### config.mk
export PLATFORM = sky130hd
export DESIGN_NAME = d2q9_div
export DESIGN_NICKNAME = d
export VERILOG_FILES = /design/src/hw/rtl/d2q9_pkg.sv /design/src/hw/rtl/d2q9_div.sv
export SDC_FILE = /design/constraint.sdc
export NUM_CORES = 2
export LEC_CHECK = 0
export BUFFER_PORTS_ARGS = -buffer_cell sky130_fd_sc_hd__buf_4
export CAP_MARGIN = 20
export CORE_MARGIN = 4
export CORE_UTILIZATION = 57
export CTS_CLUSTER_DIAMETER = 100
export CTS_CLUSTER_SIZE = 24
export DETAILED_ROUTE_END_ITERATION = 8
export MAX_ROUTING_LAYER = met4
export PLACE_DENSITY_LB_ADDON = 0.1
export SYNTH_ARGS = -nofsm -noshare
export SYNTH_HDL_FRONTEND = slang
export SYNTH_SLANG_ARGS = --single-unit
### constraint.sdc
create_clock -name clk -period 10.15 [get_ports clk]
set_input_delay 0.5075 -clock clk [delete_from_list [all_inputs] [get_ports clk]]
set_output_delay 0.5075 -clock clk [all_outputs]
set_load 0.02 [all_outputs]
### src/hw/rtl/d2q9_pkg.sv
`timescale 1ns / 1ps
// Package: types, constants and saturating Q4.28 helpers for the D2Q9 collision block.
package d2q9_pkg;

  localparam int DW        = 32;
  localparam int FRAC      = 28;
  localparam int NDIR      = 9;
  localparam int CFG_W     = 30;
  localparam int CFG_IDX_W = 2;
  localparam int MAG_W     = 2 * DW + 1 - FRAC;

  localparam int SUM_STEPS = 4;
  localparam int DIV_STEPS = DW - 1;
  localparam int DIV_LAT   = DIV_STEPS + 2;
  localparam int LANE_LAT  = 14;
  localparam int PIPE_LAT  = 1 + SUM_STEPS + DIV_LAT + 1 + LANE_LAT + 1;

  typedef logic signed [DW-1:0]  sval_t;
  typedef logic [2*DW-1:0]       prod_t;
  typedef logic [NDIR-1:0][DW-1:0] popv_t;

  typedef struct packed {
    logic  neg;
    prod_t mag;
  } mprod_t;

  typedef struct packed {
    popv_t f;
    sval_t rho;
    logic  bad;
  } carry_t;

  typedef struct packed {
    sval_t pop_rest;
    sval_t pop_east;
    sval_t pop_north;
    sval_t pop_west;
    sval_t pop_south;
    sval_t pop_northeast;
    sval_t pop_northwest;
    sval_t pop_southwest;
    sval_t pop_southeast;
  } in_word_t;

  typedef struct packed {
    sval_t post_rest;
    sval_t post_east;
    sval_t post_north;
    sval_t post_west;
    sval_t post_south;
    sval_t post_northeast;
    sval_t post_northwest;
    sval_t post_southwest;
    sval_t post_southeast;
    logic  bad_density;
  } out_word_t;

  typedef enum logic [CFG_IDX_W-1:0] {
    REG_OMEGA   = 2'd0,
    REG_SHIFT_X = 2'd1,
    REG_SHIFT_Y = 2'd2
  } cfg_reg_t;

  localparam logic [CFG_W-1:0] OMEGA_RST   = 30'd28726111;
  localparam logic [CFG_W-1:0] SHIFT_X_RST = 30'd2508;
  localparam logic [CFG_W-1:0] SHIFT_Y_RST = 30'd0;

  localparam sval_t SMAX  = {1'b0, {(DW-1){1'b1}}};
  localparam sval_t SMIN  = {1'b1, {(DW-1){1'b0}}};
  localparam sval_t ONE_Q = sval_t'(1 << FRAC);
  localparam sval_t C3    = sval_t'(3 * (1 << FRAC));
  localparam sval_t C45   = sval_t'(9 * (1 << (FRAC - 1)));
  localparam sval_t C15   = sval_t'(3 * (1 << (FRAC - 1)));

  localparam int    DIR_CX [NDIR] = '{0, 1, 0, -1, 0, 1, -1, -1, 1};
  localparam int    DIR_CY [NDIR] = '{0, 0, 1, 0, -1, 1, 1, -1, -1};
  localparam sval_t DIR_W  [NDIR] = '{119304647, 29826162, 29826162, 29826162,
                                      29826162, 7456540, 7456540, 7456540, 7456540};

  // Saturating add chains, two operations per stage; the first term is loaded at input.
  localparam int RHO_SEL [8] = '{1, 2, 3, 4, 5, 6, 7, 8};
  localparam int MX_SEL  [8] = '{5, 8, 3, 6, 7, 0, 0, 0};
  localparam int MX_SUB  [8] = '{0, 0, 1, 1, 1, 0, 0, 0};
  localparam int MY_SEL  [8] = '{5, 6, 4, 7, 8, 0, 0, 0};
  localparam int MY_SUB  [8] = '{0, 0, 1, 1, 1, 0, 0, 0};
  localparam int M_OPS       = 5;

  function automatic sval_t sat_mag(input logic neg, input logic [MAG_W-1:0] mag);
    sval_t r;
    if (mag > {{(MAG_W-DW){1'b0}}, SMAX}) r = neg ? SMIN : SMAX;
    else if (neg) r = -sval_t'(mag[DW-1:0]);
    else r = sval_t'(mag[DW-1:0]);
    return r;
  endfunction

  function automatic sval_t sadd(input sval_t a, input sval_t b);
    logic [DW:0] s;
    sval_t r;
    s = {a[DW-1], a} + {b[DW-1], b};
    if (s[DW] != s[DW-1]) r = s[DW] ? SMIN : SMAX;
    else r = sval_t'(s[DW-1:0]);
    return r;
  endfunction

  function automatic sval_t sneg(input sval_t a);
    return (a == SMIN) ? SMAX : -a;
  endfunction

  function automatic sval_t ssub(input sval_t a, input sval_t b);
    return sadd(a, sneg(b));
  endfunction

  function automatic logic [DW-1:0] mag_of(input sval_t a);
    logic [DW-1:0] x;
    x = a;
    return a[DW-1] ? (~x + 1'b1) : x;
  endfunction

  function automatic sval_t acc_op(input sval_t acc, input sval_t val,
                                   input logic en, input logic sub);
    sval_t r;
    if (!en) r = acc;
    else if (sub) r = ssub(acc, val);
    else r = sadd(acc, val);
    return r;
  endfunction

  // Product magnitude and sign; rounding happens one register later.
  function automatic mprod_t qmul_m(input sval_t a, input sval_t b);
    mprod_t m;
    m.neg = a[DW-1] ^ b[DW-1];
    m.mag = prod_t'(mag_of(a)) * prod_t'(mag_of(b));
    return m;
  endfunction

  function automatic sval_t qmul_r(input mprod_t m);
    logic [2*DW:0] r;
    r = {1'b0, m.mag} + ((2*DW+1)'(1) << (FRAC - 1));
    return sat_mag(m.neg, r[2*DW:FRAC]);
  endfunction

  function automatic sval_t shift_ext(input logic [CFG_W-1:0] x);
    return sval_t'({{(DW-CFG_W){x[CFG_W-1]}}, x});
  endfunction

endpackage

### src/hw/rtl/d2q9_div.sv
`timescale 1ns / 1ps
// Pipelined restoring divider: saturated (num << FRAC) / den, one quotient bit per stage.
module d2q9_div import d2q9_pkg::*; (
  input  logic  clk,
  input  sval_t num,
  input  sval_t den,
  output sval_t quo
);

  localparam int PRE = DW - 1 - FRAC;
  localparam int DW1 = DW - 1;

  logic [DW1-1:0] rem [DIV_STEPS+1];
  logic [DW1-1:0] qb  [DIV_STEPS+1];
  logic [DW1-1:0] dd  [DIV_STEPS+1];
  logic [PRE-1:0] nb  [DIV_STEPS+1];
  logic           sg  [DIV_STEPS+1];
  logic           ov  [DIV_STEPS+1];
  logic [DW-1:0]  n_mag;

  assign n_mag = mag_of(num);

  // Quotient of 2^(DW-1) or more saturates; otherwise the top bits are known zero.
  always_ff @(posedge clk) begin
    rem[0] <= DW1'(n_mag >> PRE);
    qb[0]  <= '0;
    dd[0]  <= den[DW1-1:0];
    nb[0]  <= n_mag[PRE-1:0];
    sg[0]  <= num[DW-1];
    ov[0]  <= (DW1+PRE)'(n_mag) >= {den[DW1-1:0], {PRE{1'b0}}};
  end

  for (genvar k = 1; k <= DIV_STEPS; k++) begin : g_step
    logic         b;
    logic [DW1:0] t;
    logic [DW1:0] diff;
    logic         ge;

    if (k <= PRE) begin : g_nb
      assign b = nb[k-1][PRE-k];
    end else begin : g_zero
      assign b = 1'b0;
    end

    always_comb begin
      t    = {rem[k-1], b};
      diff = t - {1'b0, dd[k-1]};
      ge   = t >= {1'b0, dd[k-1]};
    end

    always_ff @(posedge clk) begin
      rem[k] <= ge ? diff[DW1-1:0] : t[DW1-1:0];
      qb[k]  <= {qb[k-1][DW1-2:0], ge};
      dd[k]  <= dd[k-1];
      nb[k]  <= nb[k-1];
      sg[k]  <= sg[k-1];
      ov[k]  <= ov[k-1];
    end
  end

  always_ff @(posedge clk) begin
    if (ov[DIV_STEPS]) quo <= sg[DIV_STEPS] ? SMIN : SMAX;
    else if (sg[DIV_STEPS]) quo <= -sval_t'({1'b0, qb[DIV_STEPS]});
    else quo <= sval_t'({1'b0, qb[DIV_STEPS]});
  end

endmodule

==> flow_summary.toml <==
[status]
status = "completed"

[sta]
whs_ns = 0.172
finalHoldViolations = 0
relSlewSlack_pct = 32.0
fin_crit_sh_pct = 44.2
drv_slew = 0
tns_ns = 0
max_freq_ghz = 0.223
rsz0062_at_grt = "false"
setup_violations = 0
fin_skew_ns = 0.0590
fin_crit_ns = 4.49
tightestPinTransition_ns = 1.01

[yosys]
synth-main-ff-cell = "dfxtp_1"
ys_warn_count = 0
synth_seq_cells = 2518
synth_edf_count = 0
ys_types = 94
postSynth.asyncResetShare_pct = 0
ys_top_cells_by_area = "dfxtp_1 (44%), ha_1 (11%), a21oi_1 (4.1%), inv_1 (4.0%), o21ai_0 (3.7%)"
syn_inst = 12200
postSynthAreaPerCell_um2 = 9.28
ys_seq_area_share_pct = 44.4
synth_top_cell_by_area = "dfxtp_1"
synth_nets = 13300
synth_top_area_share_pct = 44.4
syn_area_um2 = 113000

[critical_path]
worstPathMaxFanout = 29
critPathArrivalTime_ns = 5.20
cp.required_ns = 10.86
cp-start-kind = "flip-flop"
crit_type = "reg -> reg"
endpoint_kind = "flip-flop"

[power_and_ir_drop]
ir_drop_uv = 365
p_total_uw = 42200
p_leak_uw = 0.0563
p_per_area_nw_per_um2 = 350

[die]
die-area_um2 = 206000
fp.coreArea_um2 = 198000
io_pins = 97
die_width_um = 454
die_y_um = 454
initial_core_util_pct = 57.4
row_count = 163

[global_route]
antenna_found_initial = 5
grt_max_degree = 65
grt_pass1_vias = 79400
grt_use_total_pct = 25.0
grt_pass1_wl_um = 416000
overflow = 0

[flow_run]
maxCapViolCount = 0

[hold_path]
hp-class = "in -> reg"

[cts]
htreeDepth = 3
tritoncts = "built"
cts_buffers = 118
clkSinkCount = 2518
clockBufferDepth = 3
path_clk_slew_ns = 0.09
post_cts_resized = 0
cts_root_buffer = "clkbuf_16"
clkLatencyLatePin_ns = 0.81

[placed_design]
dp_hpwl_um = 201000
port_buffers = 95
place_congestion = 0.930

[routing]
num_vias = 83700
drcViolationCount = 0
ant_nets = 0
first_pass_iters = 6
wl_per_cell_um = 17.3
routed_wl_um = 258000
first_iter_violations = 6871
via_per_inst = 5.62

[finish]
syn_to_final_growth_pct = 6.44
drive_above_1_share_pct = 5.40
nNetsFinal = 13300
[cell type report]
class / instances / area [µm²]
clock buffers: 121 / 2980
clock inverters: 20 / 313
repair buffers: 199 / 1660
well taps: 2640 / 3300
multi-input cells: 8179 / 57400
flip-flops and latches: 2518 / 50400
diodes: 3 / 7.51
fillers: 17000 / 76900
inverters: 1221 / 4580
[placed cells by master (no fill, tap or decap), drive strengths merged, types with 80 or more instances in the layout]
cell type,n
nand3,167
and3,113
buf,136
nand4,134
nor2b,146
xor2,338
nand2,892
inv,1225
o21a,145
a21o,526
a211oi,80
nand2b,151
clkbuf,121
mux2,259
a31oi,122
nor3,138
nor2,688
xnor2,454
o31ai,98
ha,990
o21bai,113
a21oi,936
dfxtp,2518
o21ai,852
[per-layer routing]
layer  GRT usage, %  vias to the layer above  wire length, µm
li1               -                    42200                -
met1           35.5                    39400           127000
met2           38.4                     1894           113000
met3           3.12                      288            13100
met4           5.03                        0             5210
met5              -                        -                0
[critical path, stage by stage, from the launching register on]
cell      delay [ns]
dfxtp_1         0.34
inv_1           0.07
fa_1            0.47
nor2b_1         0.12
o21ai_0         0.11
a21boi_0        0.31
o21ai_0         0.21
a211oi_1        0.79
nor2_1          0.21
o41ai_1         0.21
a21boi_0        0.34
o31ai_4         0.33
buf_4           0.45
mux2_2          0.38
[worst paths after layout]
check / startpoint / to / slack (ns) / cells after the start
setup / recovery: rem[1][124]$_SDFF_PP0_ / rem[1][157]$_DFF_P_ / 5.66 / 13
hold / removal: num[1] / rem[0][0]$_DFF_P_ / 0.17 / 4
setup reg to reg: rem[1][124]$_SDFF_PP0_ / rem[1][157]$_DFF_P_ / 5.66 / 13
hold reg to reg: qb[5][1]$_DFF_P_ / qb[6][2]$_DFF_P_ / 0.29 / 0
[cell families after synthesis]
| group | Yosys count | share of synthesized area (%) |
|---|---|---|
| multiplexers | 293 | 2.87 |
| flip-flops | 2518 | 44.4 |
| adder cells (fa/ha/maj) | 1020 | 11.5 |
| AND/OR/NAND/NOR | 2763 | 11.7 |
| buffers and inverters | 1519 | 5.07 |
| AO/OA/AOI/OAI | 3311 | 18.3 |
| XOR/XNOR | 792 | 6.12 |
[report_power, final]
part / leakage, µW / internal [µW] / total, µW / switching (µW)
Sequential: 0.0212 / 13200 / 15000 / 1800
Clock: 0.00161 / 2160 / 5230 / 3070
Combinational: 0.0335 / 9530 / 21900 / 12400
Total: 0.0563 / 24900 / 42200 / 17300
[registers in the layout, summed over array words and instances, names as in the netlist]
register,cells
dd,961
nb,6
ov,32
qb,496
quo,32
rem,959
sg,32
[stage by stage]
step	setup slack (ns)	instance area (µm²)	std cells	utilization (%)
final	5.66	121000	14900	61.1
after global routing	5.44	121000	14900	61.1
after CTS	5.64	121000	14900	61.1
after detailed placement	5.63	117000	14700	59.1
after global placement	5.71	117000	14700	59.1
after floorplan	6.45	113000	12200	-
[cells in the mapped netlist, types with 146 or more instances]
library cell and count:
nor2b_1 146, nand2b_1 151, ha_1 990, xnor2_1 454, nand2_1 891, dfxtp_1 2518, nor2_1 688, a21o_1 524
xor2_1 338, mux2_2 259, clkbuf_1 243, a21oi_1 936, nand3_1 166, o21ai_0 836, inv_1 1220
[timing repair]
action                    in CTS  in global routing
hold endpoints to repair      64                  0
buffers inserted               0                  0
hold buffers                  63                  0
Power figures use the tool's default switching activity.
